`src/rtl/core/rmth_pkg.sv`:
```
// Package for the running median block: sizes, sample type, heap select and
// the command and status records shared by the controller and the datapath.
// No dependencies.
package rmth_pkg;

  localparam int CAPACITY     = 1024;
  localparam int SAMPLE_WIDTH = 32;
  localparam int HALF_CAP     = (CAPACITY + 1) / 2;
  localparam int AW           = $clog2(HALF_CAP);
  localparam int CW           = $clog2(HALF_CAP + 1);
  localparam int HW           = $clog2(CAPACITY + 1);
  localparam int MW           = SAMPLE_WIDTH + 1;

  typedef logic signed [SAMPLE_WIDTH-1:0] sample_t;

  typedef enum logic {
    HEAP_LO = 1'b0,
    HEAP_UP = 1'b1
  } heap_e;

  typedef struct packed {
    logic  load_x;
    logic  push_start;
    logic  push_src_tmp;
    logic  sift_start;
    heap_e heap;
    logic  up_read;
    logic  up_move;
    logic  dn_read;
    logic  dn_move;
    logic  place;
    logic  set_ovf;
    logic  out_load;
  } cmd_t;

  typedef struct packed {
    logic full;
    logic empty;
    logic lower_big;
    logic gt_lo;
    logic lt_up;
    logic idx_zero;
    logic up_above;
    logic dn_self;
  } stat_t;

endpackage

```
`src/rtl/core/rmth_ctrl.sv`:
```
// Controller of the running median block: sequences the heap insert, the
// sift steps and the result handshake.
// Depends on rmth_pkg.
module rmth_ctrl import rmth_pkg::*; (
  input  logic  clk_i,
  input  logic  rst_ni,
  input  logic  in_valid_i,
  output logic  in_ready_o,
  output logic  out_valid_o,
  input  logic  out_ready_i,
  input  stat_t stat_i,
  output cmd_t  cmd_o
);

  typedef enum logic [7:0] {
    S_IDLE   = 8'b0000_0001,
    S_PLAN   = 8'b0000_0010,
    S_UP_RD  = 8'b0000_0100,
    S_UP_CMP = 8'b0000_1000,
    S_DN_RD  = 8'b0001_0000,
    S_DN_CMP = 8'b0010_0000,
    S_PUSH2  = 8'b0100_0000,
    S_OUT    = 8'b1000_0000
  } state_e;

  state_e state_q, state_d;
  logic   pend_q, pend_d;
  heap_e  pheap_q, pheap_d;
  logic   ovalid_q, ovalid_d;
  state_e done_st;

  assign done_st = pend_q ? S_PUSH2 : S_OUT;

  always_comb begin
    cmd_o    = '0;
    state_d  = state_q;
    pend_d   = pend_q;
    pheap_d  = pheap_q;
    ovalid_d = ovalid_q && !out_ready_i;
    unique case (state_q)
      S_IDLE: begin
        if (in_valid_i) begin
          cmd_o.load_x = 1'b1;
          state_d      = S_PLAN;
        end
      end
      S_PLAN: begin
        priority if (stat_i.full) begin
          cmd_o.set_ovf = 1'b1;
          state_d       = S_OUT;
        end else if (stat_i.empty) begin
          cmd_o.push_start = 1'b1;
          cmd_o.heap       = HEAP_LO;
          state_d          = S_UP_RD;
        end else if (stat_i.lower_big && stat_i.gt_lo) begin
          cmd_o.push_start = 1'b1;
          cmd_o.heap       = HEAP_UP;
          state_d          = S_UP_RD;
        end else if (stat_i.lower_big) begin
          cmd_o.sift_start = 1'b1;
          cmd_o.heap       = HEAP_LO;
          pend_d           = 1'b1;
          pheap_d          = HEAP_UP;
          state_d          = S_DN_RD;
        end else if (stat_i.lt_up) begin
          cmd_o.push_start = 1'b1;
          cmd_o.heap       = HEAP_LO;
          state_d          = S_UP_RD;
        end else begin
          cmd_o.sift_start = 1'b1;
          cmd_o.heap       = HEAP_UP;
          pend_d           = 1'b1;
          pheap_d          = HEAP_LO;
          state_d          = S_DN_RD;
        end
      end
      S_UP_RD: begin
        if (stat_i.idx_zero) begin
          cmd_o.place = 1'b1;
          state_d     = done_st;
        end else begin
          cmd_o.up_read = 1'b1;
          state_d       = S_UP_CMP;
        end
      end
      S_UP_CMP: begin
        if (stat_i.up_above) begin
          cmd_o.up_move = 1'b1;
          state_d       = S_UP_RD;
        end else begin
          cmd_o.place = 1'b1;
          state_d     = done_st;
        end
      end
      S_DN_RD: begin
        cmd_o.dn_read = 1'b1;
        state_d       = S_DN_CMP;
      end
      S_DN_CMP: begin
        if (stat_i.dn_self) begin
          cmd_o.place = 1'b1;
          state_d     = done_st;
        end else begin
          cmd_o.dn_move = 1'b1;
          state_d       = S_DN_RD;
        end
      end
      S_PUSH2: begin
        cmd_o.push_start   = 1'b1;
        cmd_o.push_src_tmp = 1'b1;
        cmd_o.heap         = pheap_q;
        pend_d             = 1'b0;
        state_d            = S_UP_RD;
      end
      S_OUT: begin
        if (!ovalid_q || out_ready_i) begin
          cmd_o.out_load = 1'b1;
          ovalid_d       = 1'b1;
          state_d        = S_IDLE;
        end
      end
      default: state_d = S_IDLE;
    endcase
  end

  always_ff @(posedge clk_i or negedge rst_ni) begin
    if (!rst_ni) begin
      state_q  <= S_IDLE;
      pend_q   <= 1'b0;
      pheap_q  <= HEAP_LO;
      ovalid_q <= 1'b0;
    end else begin
      state_q  <= state_d;
      pend_q   <= pend_d;
      pheap_q  <= pheap_d;
      ovalid_q <= ovalid_d;
    end
  end

  assign in_ready_o  = state_q == S_IDLE;
  assign out_valid_o = ovalid_q;

endmodule

```
`config.mk`:
```
export PLATFORM = sky130hd
export DESIGN_NAME = rmth_ctrl
export DESIGN_NICKNAME = d
export VERILOG_FILES = /design/src/rtl/core/rmth_pkg.sv /design/src/rtl/core/rmth_ctrl.sv
export SDC_FILE = /design/constraint.sdc
export NUM_CORES = 1
export LEC_CHECK = 0
export BUFFER_PORTS_ARGS = -buffer_cell sky130_fd_sc_hd__clkbuf_2
export CAP_MARGIN = 5
export CORE_MARGIN = 5
export CORE_UTILIZATION = 54
export CTS_BUF_LIST = sky130_fd_sc_hd__clkbuf_4 sky130_fd_sc_hd__clkbuf_8
export CTS_CLUSTER_DIAMETER = 50
export DETAILED_ROUTE_END_ITERATION = 12
export PLACE_DENSITY = 0.88
export SETUP_SLACK_MARGIN = 0.2
export SLEW_MARGIN = 20
export SYNTH_ARGS = -nofsm -noshare
export SYNTH_HDL_FRONTEND = slang
export SYNTH_SLANG_ARGS = --single-unit
```
`constraint.sdc`:
```
create_clock -name clk_i -period 3.2 [get_ports clk_i]
set_input_delay 0.48 -clock clk_i [delete_from_list [all_inputs] [get_ports clk_i]]
set_output_delay 0.48 -clock clk_i [all_outputs]
set_load 0.02 [all_outputs]
```
==> impl_results.md, run 1 <==
* Tmin final at about 2.6 ns
* Critical Path Sink Type: primary output
* Post-synth top area share at between 30% and 40%
* CP arrival at between 2 and 2.5 ns
* Simple-Gate Fraction of Synth Area at between 40% and 50%
* Worst setup SP type: flip-flop
* Maximum vdd drop at between 0.3 and 0.4 mV
* Final RePlAce weighted congestion at roughly 0.8
* Relative max-transition margin at between 60% and 70%
* Drt first pass iters at 4
* Post-CTS Hold Fix Bufs at 0
* Filler instances at 110
* Ant diodes at 0
* Post-synth top area cell: dfrtp_1
* Starting Density at between 50% and 60%
* Clk pin slew, worst setup/hold paths at ~0.070 ns
* Core footprint at ~1300 um2
* Die Wd at 46.6 um
* Die Y at approximately 47 um
* Min-Delay Path Class: input port to async pin
* Crit-path max FO at 8
* Synth top area cells: dfrtp_1, nor2b_1, dfstp_2, nor2_1, nand2b_1
* Initial antenna violation count at 0
* Vias in the first global route at 640
* Syn Area/Cell at 9.27 um2
* Yosys Warn Count at 0
* Via Count at ~720
* CTS tree: yes
* Fin. Hold Viols at 0
* Finished Layout Cells at roughly 120
* Adder-cell share of the synthesized area at 0%
* Status: complete, no violations
* DP HPWL at ~1300 um
* DRT antenna net count at 0
* R2r worst-path depth at 4
* Syn_nets at 90
* 1st-iter DRT viols at 17
* Period utilization at between 80% and 90%
* Xor/xnor share of the synthesized area at 1.21%
* Required time of the critical path at roughly 2.7 ns
* Cells after synthesis at 78
* Die ar. at about 2200 um2
* First-pass GRT wire length at 2820 um
* H-tree depth at 1
* Proportion of layout cells with a drive suffix above 1 at between 30% and 40%
* Total track usage at 18.3%
* Dpl cells at ~120
* RSZ-0062 raised after global routing: no
* DRC at 0
* R2r setup slk at around 1.2 ns
* Synthesized flop and latch total at 11
* Later-pin clock latency in the skew report at 0.27 ns
* TritonCTS Buffers at 3
* Slew @ Worst Pin at 0.575 ns
* Highest-count cells in the layout ignoring fill and taps: clkbuf_2, dfrtp_1, nor2_1, nor2b_1
* Leakage at between 0.4 and 0.5 nW
* Complex-gate fraction of the synthesized area at 14.9%
* Setup TNS at 0 ns
* IO buf count at 25
* Rows at 13
* CTS root buffer: clkbuf_4
* Postcts setup bufs at 0
* Largest family of logic cells by synthesized area: simple AND/OR/NAND/NOR gates
* Final slew viol count at 0
* Num Clock Sinks at 11
* Power Density at 607 nW/um2
* Io pins at 26
* Synth-to-layout area growth at 21.5%
* Commonest non-fill, non-tap cell in the layout: clkbuf_2
* Avg Vias per Cell at 6.01
* Synth unique cells at 38
* Maximum clock path buffer count at 2
* Post-CTS sizing at 0
* Largest net degree at the start of global routing at 12
* Worst Skew at between 0.007 and 0.008 ns
* Max Cap Viol at 0
* Nets at between 100 and 150
* Final WL at about 1800 um
* Grt total ovfl at 0
* Sequential-to-total area share from yosys stat at a little under two fifths
* # setup viols final at 0
* Mapped cell area at between 700 and 800 um2
* Fmax at 0.384 GHz
* Wire per inst at ~15 um
* Crit Path Class: flip-flop to primary output
* Multiplexer share of the synthesized area at 1.56%
[layout make-up]
class | instances | area, um2 | area share, %
Clock buffer | 4 | 30.0 | 3.42
Tap cell | 15 | 18.8 | 2.14
Multi-Input combinational cell | 62 | 420 | 47.9
Inverter | 2 | 7.51 | 0.855
Timing Repair Buffer | 25 | 125 | 14.2
Sequential cell | 11 | 277 | 31.5
[per-layer routing]
metal	vias to the layer above	share of wire (%)	GRT usage, %
met4	0	0.56	3.41
li1	348	-	-
met3	2	8.5	3.91
met2	33	50	31.9
met1	332	41	23.0
met5	-	0	0
[critical path, stage by stage (launching register included)]
cell and delay, ns:
dfrtp_1 0.46, nor4_1 0.57, and4b_1 0.39, nor2b_1 0.17, or2_2 0.12, clkbuf_2 0.16
[where the power goes]
| group | internal, W | total (W) | switching, W |
|---|---|---|---|
| Combinational | 0.0000890 | 0.000218 | 0.000129 |
| Clock | 0.0000567 | 0.000102 | 0.0000454 |
| Sequential | 0.000173 | 0.000213 | 0.0000408 |
| Total | 0.000318 | 0.000533 | 0.000215 |
[cells in the mapped netlist]
library cell  number
a32oi_1            1
buf_6              1
a21oi_1            3
o41ai_1            1
or4_1              1
xor2_1             1
nor4_1             3
nor3_1             2
or2_2              2
o21ai_0            2
clkbuf_1           2
o21ba_1            1
and4b_1            1
nor2_1             7
dfrtp_1           10
a31oi_1            1
o31a_1             1
a221oi_1           1
a22o_1             1
or4_4              2
inv_1              2
nand3b_1           2
nor2b_1            7
and3_1             3
nor4_2             1
and3b_1            2
or3b_2             1
mux2_2             1
and2_1             2
dfstp_2            1
o211ai_1           1
nand2b_1           4
a211oi_1           1
and4_1             1
nand2_1            2
nor4b_1            1
or3_1              1
a21o_1             1
[kinds of logic after synthesis]
logic type             Yosys count
AND/OR/NAND/NOR                 45
buffers and inverters            5
AO/OA/AOI/OAI                   15
flip-flops                      11
XOR/XNOR                         1
multiplexers                     1
[metrics by stage]
step / worst slack (ns) / hold WS [ns] / power, W / util [%] / cell area [um2]
floorplan: 0.580 / 0.184 / 0.000365 / - / 723
global placement: 0.939 / 0.367 / 0.000416 / 66.0 / 848
detailed placement: 0.926 / 0.368 / 0.000422 / 66.0 / 848
CTS: 0.636 / 0.0782 / 0.000533 / 68.4 / 878
global route: 0.474 / 0.0823 / 0.000568 / 68.4 / 878
finish: 0.596 / 0.0713 / 0.000533 / 68.4 / 878
[worst paths after layout]
path                                    end       start
worst min-delay path            out_valid_o      rst_ni
worst max-delay path              cmd_o[10]  state_q[5]
min in group clk_i               state_q[1]  in_valid_i
worst min register to register   state_q[7]      pend_q
worst max register to register      pheap_q  state_q[5]
max in group asynchronous        state_q[0]      rst_ni
[state kept, by name (all words and copies together) (netlist names)]
| name | count |
|---|---|
| pend_q | 1 |
| state_q | 8 |
| out_valid_o | 1 |
| pheap_q | 1 |
Power figures use the tool's default switching activity.
==> run 2: changes to the inputs <==
--- a/config.mk
+++ b/config.mk
@@ -8,11 +8,11 @@
 export BUFFER_PORTS_ARGS = -buffer_cell sky130_fd_sc_hd__clkbuf_2
 export CAP_MARGIN = 5
 export CORE_MARGIN = 5
-export CORE_UTILIZATION = 54
+export CORE_UTILIZATION = 45
 export CTS_BUF_LIST = sky130_fd_sc_hd__clkbuf_4 sky130_fd_sc_hd__clkbuf_8
 export CTS_CLUSTER_DIAMETER = 50
 export DETAILED_ROUTE_END_ITERATION = 12
-export PLACE_DENSITY = 0.88
+export PLACE_DENSITY = 0.78
 export SETUP_SLACK_MARGIN = 0.2
 export SLEW_MARGIN = 20
 export SYNTH_ARGS = -nofsm -noshare
==> constraint.sdc (replaced) <==
create_clock -name clk_i -period 2.1 [get_ports clk_i]
set_input_delay 0.315 -clock clk_i [delete_from_list [all_inputs] [get_ports clk_i]]
set_output_delay 0.315 -clock clk_i [all_outputs]
set_load 0.02 [all_outputs]
==> run 2 against run 1 <==
Compared with the run above: combinational power increased to 3.1 times the previous value; worst setup slack got worse by 0.78 ns; the flow now finishes with violations (setup timing); final cell count increased by 24%; register-to-register slack got worse by 1.1 ns.
==> impl_results.md, run 2 (synthesized netlist as in run 1, its figures left out) <==
* Crit path setup slack, layout at -0.188 ns (was 0.596 ns)
* Min-Delay Path Class: input port to flip-flop (was input port to async pin)
* Largest reg by FF count: state_q (unchanged)
* Required time of the critical path at 1.78 ns (was 2.72 ns)
* Die Y at 50.1 um (was 46.6 um)
* Slew @ Worst Pin at 0.625 ns (was 0.575 ns)
* Die Wd at 50.1 um (was 46.6 um)
* Failing checks: setup timing
* Dpl cells at 125 (was 115)
* Num Clock Sinks at 11 (unchanged)
* Vias in the first global route at 958 (was 640)
* Die ar. at 2510 um2 (was 2170 um2)
* DRT antenna net count at 0 (unchanged)
* Wire per inst at 21.3 um (was 14.9 um)
* Nets at 144 (was 117)
* Largest net degree at the start of global routing at 12 (unchanged)
* Final WL at 3140 um (was 1780 um)
* Max Cap Viol at 0 (unchanged)
* Power Density at 859 nW/um2 (was 607 nW/um2)
* Crit-path max FO at 4 (was 8)
* Ant diodes at 0 (unchanged)
* IO buf count at 25 (unchanged)
* Grt total ovfl at 0 (unchanged)
* Initial antenna violation count at 0 (unchanged)
* Maximum vdd drop at 0.699 mV (was 0.347 mV)
* Worst hold margin at 0.282 ns (was 0.0713 ns)
* CTS tree: yes (unchanged)
* First-pass GRT wire length at 4420 um (was 2820 um)
* Total track usage at 23.3% (was 18.3%)
* Fin. Hold Viols at 0 (unchanged)
* DRC at 0 (unchanged)
* Filler instances at 74 (was 110)
* DP HPWL at 1580 um (was 1350 um)
* RSZ-0062 raised after global routing: yes (was no)
* Highest-count cells in the layout ignoring fill and taps: buf_4, clkbuf_2, dfrtp_1 (was clkbuf_2, dfrtp_1, nor2_1, nor2b_1)
* Drt first pass iters at 4 (unchanged)
* Final slew viol count at 0 (unchanged)
* Io pins at 26 (unchanged)
* H-tree depth at 1 (unchanged)
* Avg Vias per Cell at 6.20 (was 6.01)
* Starting Density at 47.5% (was 56.3%)
* Final RePlAce weighted congestion at 0.762 (was 0.796)
* Relative max-transition margin at 58.1% (was 61.3%)
* Finished Layout Cells at 147 (was 119)
* Rows at 14 (was 13)
* Worst setup SP type: flip-flop (unchanged)
* TritonCTS Buffers at 3 (unchanged)
* Commonest non-fill, non-tap cell in the layout: buf_4 (was clkbuf_2)
* CTS root buffer: clkbuf_4 (unchanged)
* Worst Skew at 0.00853 ns (was 0.00749 ns)
* Clk pin slew, worst setup/hold paths at 0.08 ns (was 0.07 ns)
* Fmax at 0.437 GHz
* Via Count at 912 (was 715)
* Critical Path Sink Type: primary output (unchanged)
* Tmin final at 2.29 ns
* CP arrival at 1.97 ns (was 2.12 ns)
* Later-pin clock latency in the skew report at 0.27 ns (about the same)
* 1st-iter DRT viols at 13 (was 17)
* Post-DP Area at 953 um2 (was 848 um2)
* Final Cell Area at 1340 um2 (was 878 um2)
* Largest register FFs at 8 (unchanged)
* Status: finished with violations (was complete, no violations)
* # setup viols final at 8 (was 0)
* Core footprint at 1520 um2 (was 1280 um2)
* Period utilization at 109%
* Maximum clock path buffer count at 2 (unchanged)
* Leakage at 0.667 nW (was 0.474 nW)
* Setup TNS at -0.993 ns (was 0 ns)
* Crit Path Class: flip-flop to primary output (unchanged)
* Proportion of layout cells with a drive suffix above 1 at 63.4% (was 35.6%)
* Synth-to-layout area growth at 84.8% (was 21.5%)
-- run 2: changes by cell type in the layout (fill, tap and decap cells not counted), sizes merged --
cell / previous run / this run
dlygate4sd3: 0 / 1
buf: 0 / 34
clkbuf: 29 / 21
-- run 2: layout make-up --
type	instances	area [um2]	area share, %
flip-flops and latches	11	278	20.8
repair buffers	52	452	33.8
multi-input cells	62	549	41.1
well taps	16	20.0	1.50
inverters	2	7.51	0.562
clock buffers	4	30.0	2.25
-- run 2: worst max-delay path, stage by stage (launching register included) --
cell and delay, ns:
dfrtp_1 0.40, buf_6 0.13, buf_6 0.11, nor4_4 0.29, and4b_2 0.34, nor2b_4 0.19
or2_4 0.13, buf_6 0.11
-- run 2: timing repair --
item,4_1_cts,5_1_grt
resized for setup,41,19
pin swaps,7,9
setup buffers,13,4
endpoints found under the hold margin,10,0
hold buffers,1,0
endpoints found under the setup margin,13,14
-- run 2: path summary, 6_finish.rpt --
| kind | depth (start not counted) | to | from | slack (ns) |
|---|---|---|---|---|
| worst max-delay path | 7 | cmd_o[10] | state_q[2] | -0.19 |
| worst min-delay path | 2 | state_q[1] | in_valid_i | 0.28 |
| worst max register to register | 5 | state_q[7] | state_q[3] | 0.14 |
| worst min register to register | 1 | pheap_q | pheap_q | 0.52 |
| max in group asynchronous | 2 | state_q[0] | rst_ni | 1.35 |
| min in group asynchronous | 2 | state_q[5] | rst_ni | 0.46 |
-- run 2: per-stage QoR --
stage / util (%) / total power, W / worst slack (ns)
2_1_floorplan: - / 0.000593 / 0.0860
3_3_place_gp: 62.6 / 0.000720 / 0.114
3_5_place_dp: 62.6 / 0.000731 / 0.0720
4_1_cts: 82.2 / 0.00104 / -0.154
5_1_grt: 87.7 / 0.00121 / -0.269
6_report: 87.7 / 0.00115 / -0.188
-- run 2: metal layers --
layer  GRT usage [%]  vias to the layer above  part of all wire (%)
li1                -                      401                     -
met1            23.1                      435                    36
met2            45.0                       58                    51
met3            6.33                       18                   8.0
met4            7.42                        0                   5.0
met5               0                        -                     0
-- run 2: where the power goes --
group / internal, W / leakage [nW] / switching, W / total, W
Sequential: 0.000263 / 0.141 / 0.0000493 / 0.000312
Combinational: 0.000342 / 0.508 / 0.000332 / 0.000674
Clock: 0.0000864 / 0.0184 / 0.0000754 / 0.000162
